<file path="src/sv/tcsb_pkg.sv">
// Shared types and constants for the text console scroll buffer.
// No dependencies; every other file imports this package.
`default_nettype none

package tcsb_pkg;

  localparam int MAX_COLUMNS = 128;
  localparam int MAX_ROWS    = 64;
  localparam int TAB_WIDTH   = 2;
  localparam int CELL_CAP    = MAX_COLUMNS * MAX_ROWS;
  localparam int CELL_AW     = $clog2(CELL_CAP);
  localparam int FILL_W      = CELL_AW + 1;
  localparam int REP_W       = $clog2(TAB_WIDTH + 1);
  localparam int MOD_STEPS   = FILL_W;
  localparam int MOD_CW      = $clog2(MOD_STEPS);

  localparam logic [7:0] CH_TAB      = 8'd9;
  localparam logic [7:0] CH_LF       = 8'd10;
  localparam logic [7:0] CH_CR       = 8'd13;
  localparam logic [7:0] CH_SPACE    = 8'd32;
  localparam logic [7:0] CH_CTRL_MAX = 8'd27;

  localparam logic [7:0] COLS_RESET = 8'd79;
  localparam logic [6:0] ROWS_RESET = 7'd30;
  localparam logic [7:0] BS_RESET   = 8'd8;

  typedef enum logic [1:0] {
    OP_PUT   = 2'd0,
    OP_READ  = 2'd1,
    OP_CLEAR = 2'd2,
    OP_NOP   = 2'd3
  } op_t;

  typedef enum logic [1:0] {
    REG_COLS = 2'd0,
    REG_ROWS = 2'd1,
    REG_BS   = 2'd2
  } reg_idx_t;

  typedef enum logic [3:0] {
    ST_IDLE,
    ST_PUT,
    ST_COL,
    ST_LINE,
    ST_SCROLL,
    ST_AMUL,
    ST_AMOD,
    ST_AWAIT,
    ST_NLW,
    ST_PW,
    ST_RD,
    ST_RDW,
    ST_NEXT,
    ST_DONE
  } state_t;

  typedef struct packed {
    logic [1:0]  operation;
    logic [7:0]  char_code;
    logic [12:0] view_index;
  } in_item_t;

  typedef struct packed {
    logic [7:0]  read_char;
    logic [13:0] fill_level;
    logic [6:0]  cursor_row;
    logic [5:0]  top_row;
    logic        scrolled;
    logic        redraw_needed;
  } out_item_t;

  // effective geometry (already saturated) and backspace code
  typedef struct packed {
    logic [7:0] cols;
    logic [6:0] rows;
    logic [7:0] bs;
  } cfg_t;

  typedef struct packed {
    logic [CELL_AW-1:0] addr;
    logic               we;
    logic [7:0]         wdata;
  } ram_req_t;

endpackage

`default_nettype wire

</file>
<file path="src/sv/tcsb_mod_unit.sv">
// Iterative remainder unit: dividend mod divisor, one bit per cycle.
// Depends on tcsb_pkg.
`default_nettype none

module tcsb_mod_unit
  import tcsb_pkg::*;
(
  input  wire logic              clk,
  input  wire logic              rst_n,
  input  wire logic              start,
  input  wire logic [FILL_W-1:0] dividend,
  input  wire logic [FILL_W-1:0] divisor,
  output logic                   done,
  output logic [CELL_AW-1:0]     rem
);

  logic [FILL_W-1:0] rem_r, rem_nxt;
  logic [FILL_W-1:0] dvd_r, dvd_nxt;
  logic [FILL_W-1:0] div_r, div_nxt;
  logic [MOD_CW-1:0] cnt_r, cnt_nxt;
  logic              run_r, run_nxt;
  logic              done_r, done_nxt;
  logic [FILL_W:0]   trial;

  always_comb begin
    rem_nxt  = rem_r;
    dvd_nxt  = dvd_r;
    div_nxt  = div_r;
    cnt_nxt  = cnt_r;
    run_nxt  = run_r;
    done_nxt = 1'b0;
    trial    = {rem_r, dvd_r[FILL_W-1]};
    if (start) begin
      rem_nxt = '0;
      dvd_nxt = dividend;
      div_nxt = divisor;
      cnt_nxt = '0;
      run_nxt = 1'b1;
    end else if (run_r) begin
      // restoring step; remainder stays below divisor
      if (trial >= {1'b0, div_r}) begin
        rem_nxt = FILL_W'(trial - {1'b0, div_r});
      end else begin
        rem_nxt = trial[FILL_W-1:0];
      end
      dvd_nxt = {dvd_r[FILL_W-2:0], 1'b0};
      cnt_nxt = cnt_r + 1'b1;
      if (cnt_r == MOD_CW'(MOD_STEPS - 1)) begin
        run_nxt  = 1'b0;
        done_nxt = 1'b1;
      end
    end
  end

  always_ff @(posedge clk) begin
    if (!rst_n) begin
      run_r  <= 1'b0;
      done_r <= 1'b0;
      cnt_r  <= '0;
    end else begin
      run_r  <= run_nxt;
      done_r <= done_nxt;
      cnt_r  <= cnt_nxt;
    end
    rem_r <= rem_nxt;
    dvd_r <= dvd_nxt;
    div_r <= div_nxt;
  end

  assign done = done_r;
  assign rem  = rem_r[CELL_AW-1:0];

endmodule

`default_nettype wire

</file>
<file path="src/sv/tcsb_engine.sv">
// Sequencer for put/read/clear items: counters, column math, ring
// addressing and cell writes. Depends on tcsb_pkg, tcsb_mod_unit.
`default_nettype none

module tcsb_engine
  import tcsb_pkg::*;
(
  input  wire logic       clk,
  input  wire logic       rst_n,
  input  wire logic       start,
  output logic            busy,
  input  wire in_item_t   in_item,
  input  wire cfg_t       cfg,
  output ram_req_t        ram_req,
  input  wire logic [7:0] ram_rdata,
  output logic            out_strobe,
  output out_item_t       out_item
);

  state_t             state_r, state_nxt;
  op_t                op_r, op_nxt;
  logic [7:0]         code_r, code_nxt;
  logic [12:0]        view_r, view_nxt;
  logic [REP_W-1:0]   rep_r, rep_nxt;
  logic [FILL_W-1:0]  fill_r, fill_nxt;
  logic [6:0]         cursor_r, cursor_nxt;
  logic [5:0]         top_r, top_nxt;
  logic [14:0]        prod_r, prod_nxt;
  logic [FILL_W-1:0]  tot_r, tot_nxt;
  logic signed [15:0] col_r, col_nxt;
  logic [CELL_AW-1:0] addr_r, addr_nxt;
  logic [7:0]         cnt_r, cnt_nxt;
  logic               first_r, first_nxt;
  logic               scr_r, scr_nxt;
  logic               redraw_r, redraw_nxt;
  logic [7:0]         rd_r, rd_nxt;
  out_item_t          out_r, out_nxt;
  logic               strobe_r, strobe_nxt;

  logic               mod_start;
  logic [FILL_W-1:0]  mod_dvd;
  logic               mod_done;
  logic [CELL_AW-1:0] mod_rem;

  logic [14:0]        cur_prod, top_prod, tot_prod;
  logic [6:0]         top_inc;
  logic signed [15:0] cols_s;
  logic [FILL_W:0]    addr_inc;

  assign cur_prod = {8'd0, cursor_r} * {7'd0, cfg.cols};
  assign top_prod = {9'd0, top_r} * {7'd0, cfg.cols};
  assign tot_prod = {7'd0, cfg.cols} * {8'd0, cfg.rows};
  assign top_inc  = {1'b0, top_r} + 7'd1;
  assign cols_s   = $signed({8'd0, cfg.cols});
  assign addr_inc = {2'b00, addr_r} + 15'd1;

  tcsb_mod_unit u_mod (
    .clk      (clk),
    .rst_n    (rst_n),
    .start    (mod_start),
    .dividend (mod_dvd),
    .divisor  (tot_r),
    .done     (mod_done),
    .rem      (mod_rem)
  );

  always_comb begin
    state_nxt  = state_r;
    op_nxt     = op_r;
    code_nxt   = code_r;
    view_nxt   = view_r;
    rep_nxt    = rep_r;
    fill_nxt   = fill_r;
    cursor_nxt = cursor_r;
    top_nxt    = top_r;
    prod_nxt   = prod_r;
    tot_nxt    = tot_r;
    col_nxt    = col_r;
    addr_nxt   = addr_r;
    cnt_nxt    = cnt_r;
    first_nxt  = first_r;
    scr_nxt    = scr_r;
    redraw_nxt = redraw_r;
    rd_nxt     = rd_r;
    out_nxt    = out_r;
    strobe_nxt = 1'b0;
    mod_start  = 1'b0;
    mod_dvd    = (op_r == OP_READ) ? ({1'b0, view_r} + prod_r[FILL_W-1:0])
                                   : (fill_r + prod_r[FILL_W-1:0]);
    ram_req.addr  = addr_r;
    ram_req.we    = 1'b0;
    ram_req.wdata = code_r;

    unique case (state_r)
      ST_IDLE: begin
        if (start) begin
          op_nxt     = op_t'(in_item.operation);
          code_nxt   = (in_item.char_code == CH_CR) ? CH_LF : in_item.char_code;
          view_nxt   = in_item.view_index;
          rep_nxt    = '0;
          scr_nxt    = 1'b0;
          redraw_nxt = 1'b0;
          rd_nxt     = '0;
          unique case (op_t'(in_item.operation))
            OP_PUT:  state_nxt = ST_PUT;
            OP_READ: state_nxt = ST_AMUL;
            OP_CLEAR: begin
              fill_nxt   = '0;
              top_nxt    = '0;
              cursor_nxt = '0;
              redraw_nxt = 1'b1;
              state_nxt  = ST_DONE;
            end
            default: state_nxt = ST_DONE;
          endcase
        end
      end

      ST_PUT: begin
        // backspace test wins over every other meaning of the byte
        priority if (code_r == cfg.bs) begin
          if (fill_r != '0) begin
            fill_nxt   = fill_r - 1'b1;
            redraw_nxt = 1'b1;
          end
          state_nxt = ST_NEXT;
        end else if (code_r == CH_TAB) begin
          code_nxt  = CH_SPACE;
          rep_nxt   = REP_W'(TAB_WIDTH - 1);
          state_nxt = ST_PUT;
        end else if (code_r == CH_LF || code_r > CH_CTRL_MAX) begin
          prod_nxt  = cur_prod;
          state_nxt = ST_COL;
        end else begin
          state_nxt = ST_NEXT;
        end
      end

      ST_COL: begin
        col_nxt   = $signed({2'b00, fill_r}) - $signed({1'b0, prod_r});
        state_nxt = ST_LINE;
      end

      ST_LINE: begin
        if (code_r == CH_LF) begin
          if (!col_r[15] && col_r < cols_s) begin
            cnt_nxt   = cfg.cols - col_r[7:0];
            first_nxt = 1'b1;
            state_nxt = ST_AMUL;
          end else begin
            // column out of range: no cells, row still advances
            cursor_nxt = cursor_r + 7'd1;
            state_nxt  = ST_SCROLL;
          end
        end else begin
          if (col_r + 16'sd1 == cols_s) begin
            cursor_nxt = cursor_r + 7'd1;
          end
          state_nxt = ST_SCROLL;
        end
      end

      ST_SCROLL: begin
        if (cursor_r >= cfg.rows) begin
          cursor_nxt = cursor_r - 7'd1;
          top_nxt    = (top_inc >= cfg.rows) ? 6'd0 : top_inc[5:0];
          fill_nxt   = (fill_r > {6'd0, cfg.cols}) ? fill_r - {6'd0, cfg.cols} : '0;
          scr_nxt    = 1'b1;
          redraw_nxt = 1'b1;
        end
        state_nxt = (code_r == CH_LF) ? ST_NEXT : ST_AMUL;
      end

      ST_AMUL: begin
        prod_nxt  = top_prod;
        tot_nxt   = tot_prod[FILL_W-1:0];
        state_nxt = ST_AMOD;
      end

      ST_AMOD: begin
        mod_start = 1'b1;
        state_nxt = ST_AWAIT;
      end

      ST_AWAIT: begin
        if (mod_done) begin
          addr_nxt = mod_rem;
          priority if (op_r == OP_READ) begin
            state_nxt = ST_RD;
          end else if (code_r == CH_LF) begin
            state_nxt = ST_NLW;
          end else begin
            state_nxt = ST_PW;
          end
        end
      end

      ST_NLW: begin
        // newline fill: newline code in the first cell, zero after
        ram_req.we    = 1'b1;
        ram_req.wdata = first_r ? CH_LF : 8'd0;
        first_nxt     = 1'b0;
        if (fill_r < FILL_W'(CELL_CAP)) begin
          fill_nxt = fill_r + 1'b1;
          addr_nxt = (addr_inc[FILL_W-1:0] == tot_r) ? '0 : addr_inc[CELL_AW-1:0];
        end
        cnt_nxt = cnt_r - 8'd1;
        if (cnt_r == 8'd1) begin
          cursor_nxt = cursor_r + 7'd1;
          state_nxt  = ST_SCROLL;
        end
      end

      ST_PW: begin
        ram_req.we = 1'b1;
        if (fill_r < FILL_W'(CELL_CAP)) begin
          fill_nxt = fill_r + 1'b1;
        end
        state_nxt = ST_NEXT;
      end

      ST_RD: begin
        state_nxt = ST_RDW;
      end

      ST_RDW: begin
        rd_nxt    = ram_rdata;
        state_nxt = ST_DONE;
      end

      ST_NEXT: begin
        if (rep_r != '0) begin
          rep_nxt   = rep_r - 1'b1;
          state_nxt = ST_PUT;
        end else begin
          state_nxt = ST_DONE;
        end
      end

      ST_DONE: begin
        out_nxt.read_char     = rd_r;
        out_nxt.fill_level    = fill_r;
        out_nxt.cursor_row    = cursor_r;
        out_nxt.top_row       = top_r;
        out_nxt.scrolled      = scr_r;
        out_nxt.redraw_needed = redraw_r;
        strobe_nxt            = 1'b1;
        state_nxt             = ST_IDLE;
      end

      default: state_nxt = ST_IDLE;
    endcase
  end

  always_ff @(posedge clk) begin
    if (!rst_n) begin
      state_r  <= ST_IDLE;
      fill_r   <= '0;
      cursor_r <= '0;
      top_r    <= '0;
      rep_r    <= '0;
      strobe_r <= 1'b0;
    end else begin
      state_r  <= state_nxt;
      fill_r   <= fill_nxt;
      cursor_r <= cursor_nxt;
      top_r    <= top_nxt;
      rep_r    <= rep_nxt;
      strobe_r <= strobe_nxt;
    end
    op_r     <= op_nxt;
    code_r   <= code_nxt;
    view_r   <= view_nxt;
    prod_r   <= prod_nxt;
    tot_r    <= tot_nxt;
    col_r    <= col_nxt;
    addr_r   <= addr_nxt;
    cnt_r    <= cnt_nxt;
    first_r  <= first_nxt;
    scr_r    <= scr_nxt;
    redraw_r <= redraw_nxt;
    rd_r     <= rd_nxt;
    out_r    <= out_nxt;
  end

  assign busy       = (state_r != ST_IDLE);
  assign out_strobe = strobe_r;
  assign out_item   = out_r;

endmodule

`default_nettype wire

</file>
<file path="config.mk">
export PLATFORM = sky130hd
export DESIGN_NAME = tcsb_engine
export DESIGN_NICKNAME = d
export VERILOG_FILES = /design/src/sv/tcsb_pkg.sv /design/src/sv/tcsb_mod_unit.sv /design/src/sv/tcsb_engine.sv
export SDC_FILE = /design/constraint.sdc
export NUM_CORES = 1
export LEC_CHECK = 0
export ABC_CLOCK_PERIOD_IN_PS = 6400
export BUFFER_PORTS_ARGS = -buffer_cell sky130_fd_sc_hd__buf_2
export CORE_ASPECT_RATIO = 0.7
export CORE_MARGIN = 2
export CORE_UTILIZATION = 55
export DETAILED_ROUTE_END_ITERATION = 12
export PLACE_DENSITY = 0.72
export SYNTH_ARGS = -nofsm -noshare
export SYNTH_HDL_FRONTEND = slang
export SYNTH_SLANG_ARGS = --single-unit
</file>
<file path="constraint.sdc">
create_clock -name clk -period 6.4 [get_ports clk]
set_clock_uncertainty 0.05 [all_clocks]
set_input_delay 0.32 -clock clk [delete_from_list [all_inputs] [get_ports clk]]
set_output_delay 0.32 -clock clk [all_outputs]
set_load 0.01 [all_outputs]
</file>
==> tab_implementation.tex <==
\begin{tabular}{lr}
\hline
Metric & Value \\
\hline
\multicolumn{2}{l}{\textbf{Run status}} \\
Failing checks & design-rule violations \\
Result of the run & finished with violations \\
\multicolumn{2}{l}{\textbf{GRT}} \\
Number of antenna violations at the first check in global routing & 1 \\
Largest net degree at the start of global routing & 39 \\
Number of global-route vias before repair & 14,040 \\
Total congestion overflow & 0 \\
GRT Resource Usage Total & 0.2703 \\
Global-route wire length before repair & 74,550 µm \\
\multicolumn{2}{l}{\textbf{Worst setup path}} \\
Total buffers and inverters traversed by the critical path & 3 \\
Category of the worst setup path capture point & flip-flop \\
Cell class contributing the biggest share of worst-path delay & adder cells \\
Worst Setup Path Type & flip-flop to flip-flop \\
Data required time at the worst endpoint & $\sim$6.6 ns \\
Data arrival time at the worst-slack endpoint & 5.12 ns \\
Most numerous cell on the critical path & fa\_1 \\
Critical path peak fanout & 12 \\
Master of the slowest instance on the critical path & dfxtp\_1 \\
Ordered list of cells on the worst path & nand2\_1 -> fa\_1 -> fa\_1 -> inv\_1 -> fa\_1 -> inv\_1 -> fa\_1 -> inv\_1 -> ha\_1 -> or2\_2 -> a21oi\_1 -> o31ai\_1 -> o41ai\_1 -> xor2\_1 -> mux2i\_1 \\
Startpoint type of the worst setup path & flip-flop \\
Critical path's largest stage delay & 0.60 ns \\
\multicolumn{2}{l}{\textbf{Floorplan}} \\
Floorplan die width & 221.5 µm \\
Area enclosed by the die boundary & 34,620 µm² \\
Area of the core region & 32,480 µm² \\
I/O Pins & roughly 120 \\
Num rows & 55 \\
Chip Height & 156.3 µm \\
Effective utilization at floorplan & 0.5609 \\
\multicolumn{2}{l}{\textbf{Pwr}} \\
Leakage power & 9.005 nW \\
Peak VDD IR & 237.7 µV \\
Proportion of power drawn by the clock network & 0.165 \\
Net switching power & about 3.7 mW \\
Power per unit of standard cell area & between 400 and 500 nW/µm² \\
Total power consumption of the routed design & 8.478 mW \\
Internal cell power & 4.801 mW \\
Relative contribution of combinational cells to total power & 0.538 \\
Switching power as a share of total power & 0.4337 \\
Portion of total power attributed to sequential cells & 0.297 \\
\multicolumn{2}{l}{\textbf{Yosys}} \\
Post-synth design cell area & 18,220 µm² \\
Synth warn & 0 \\
Count of flip-flops with a built-in enable after synthesis & 165 \\
Syn Area/Cell & approximately 9.5 µm² \\
Area fraction of the dominant cell type after synthesis & 0.2720 \\
FFs w/ async S/R, synth & 0 \\
Register bit count reported by yosys & 219 \\
Synth Instances & 1,910 \\
Commonest register cell after synthesis & edfxtp\_1 \\
Top area cells in the synthesized netlist & edfxtp\_1 27\%, ha\_1 13\%, fa\_1 9.8\%, dfxtp\_1 5.9\%, xnor2\_1 4.0\% \\
Sequential-to-total area share from yosys stat & 0.3313 \\
Most frequent cell after synthesis & ha\_1 \\
Most common library cells after synthesis & 190 x ha\_1, 177 x inv\_1, 165 x edfxtp\_1 \\
Cell taking the most area after synthesis & edfxtp\_1 \\
Total nets after synthesis & 2,246 \\
Count of distinct cell types in the synthesized netlist & 78 \\
\multicolumn{2}{l}{\textbf{Clock tree}} \\
Maximum count of clock buffers along a single path & 3 \\
CTS root buffer & clkbuf\_16 \\
Clock Sink Count & 219 \\
Clock insertion delay at the later pin of the skew report & between 0.5 and 0.6 ns \\
CTS tree & done \\
CTS H-Tree Depth & 1 \\
Post-CTS Setup Repair Bufs & 0 \\
Number of buffers inserted during clock tree synthesis & 24 \\
Resize count post-CTS & 0 \\
Clock transition at the registers of the reported paths & 0.07 ns \\
Cts hold-fix bufs & 21 \\
\multicolumn{2}{l}{\textbf{STA}} \\
Final count of hold timing violations & 0 \\
Final Max Slew Viols & 0 \\
Fraction of the cycle the final worst path needs & 0.7669 \\
Total Negative Setup Slacks & 0 ns \\
Transition time at the pin with the least slew margin & 1.092 ns \\
Headroom to the max-slew limit & 0.2646 \\
Finish-stage setup viols & 0 \\
Shortest clock period the worst path allows after layout & 4.908 ns \\
Maximum clock rate & 0.2037 GHz \\
Setup repair after global routing missed its margin & false \\
\multicolumn{2}{l}{\textbf{Route}} \\
Via-to-Cell Ratio & 5.852 \\
Detailed-route wire length per cell & 18.69 µm \\
Drt first-iter violations & 1,334 \\
Antenna-violating nets left & 0 \\
Detailed-router iteration count before antenna repair & 9 \\
Drt drc & 9 \\
Via count & 14,500 \\
Total Routed Length & 46,310 µm \\
\multicolumn{2}{l}{\textbf{Place}} \\
DP Cell Count & 2,414 \\
Number of port buffers & 117 \\
Gp weighted congestion & 0.8861 \\
HPWL reported at the end of detailed placement & about 35,000 µm \\
\multicolumn{2}{l}{\textbf{Flow run}} \\
Max capacitance violation total & 0 \\
\multicolumn{2}{l}{\textbf{Layout}} \\
Area delta synth->final & 11.11\% \\
Antenna cell count & 0 \\
Filler-free cell count of the finished design & $\sim$2,500 \\
Final nets & between 2,000 and 2,500 \\
Final core occ & 0.6232 \\
Share of post-route cells with drive strength above 1 & 0.1004 \\
\multicolumn{2}{l}{\textbf{Worst hold path}} \\
Worst min path class & input pin to flip-flop \\
\hline
\end{tabular}
## cells by family after synthesis
logic type                 after synthesis  share of synthesized area
and+or+nand+nor                        612                     0.1657
xor gates and xnor gates               140                    0.06731
adders and majority gates              279                     0.2283
muxes                                   37                    0.02150
AOI/OAI and AO/OA                      391                     0.1378
buffers and inverters                  232                    0.04814
DFF                                    219                     0.3313
## power groups by stage
stage	registers, mW	logic, mW	clock network, mW
floorplan	2.32	3.55	0
global placement	2.53	4.37	0
detailed placement	2.54	4.49	0
CTS	2.51	4.54	1.42
global route	2.56	5.12	1.48
finish	2.52	4.56	1.40
## layer usage
metal / up-vias / part of all wire / global-route usage
li1: 6944 / - / -
met1: 6932 / 0.46 / 0.3939
met2: 552 / 0.43 / 0.4269
met3: 74 / 0.079 / 0.04262
met4: 0 / 0.022 / 0.06113
met5: - / 0 / 0
## final cells by class
type | count | area, µm²
Multi-Input combinational cell | 1459 | 11340
Sequential cell | 219 | 6036
Tap cell | 427 | 534.3
Fill cell | 2746 | 12240
Clock buffer | 31 | 646.9
Clock inverter | 12 | 123.9
Timing Repair Buffer | 149 | 878.3
Inverter | 181 | 679.4
## worst paths after layout
check                                     to    startpoint  cells after the start  slack [ns]
worst min-delay path                 rd_r[4]  ram_rdata[4]                      2        0.02
worst max register to register    prod_r[13]   cursor_r[6]                     15        1.49
worst min register to register  out_item[32]       rd_r[3]                      0        0.37
worst max-delay path              prod_r[13]   cursor_r[6]                     15        1.49
## stage by stage
stage                     hold WS, ns  worst slack (ns)  area, µm²
after global placement         0.3504             1.448      19260
after CTS                   0.0004355             1.483      20240
after detailed placement       0.3545             1.426      19260
after floorplan                0.3503             1.675      18220
after global routing         0.007643             1.085      20240
final                         0.01543             1.492      20240
## registers in the layout (all words and copies together), names as in the netlist, 13 cells and up
register / flops
addr_r: 13
u_mod.dvd_r: 14
prod_r: 15
col_r: 16
fill_r: 14
u_mod.rem_r: 14
tot_r: 14
view_r: 13
out_item: 37
u_mod.div_r: 14
## placed cells by master, fill, tap and decap left out, types with 30 or more instances in the layout
cell type / n
ha_1: 190
inv_1: 177
edfxtp_1: 165
nand2_1: 158
nor2_1: 154
buf_2: 117
and2_1: 105
a21oi_1: 101
o21ai_0: 101
fa_1: 89
xnor2_1: 84
xor2_1: 56
dfxtp_1: 54
nor3_1: 35
nand3_1: 32
a21o_1: 30
Note: power is estimated with default switching activity, not from simulation.
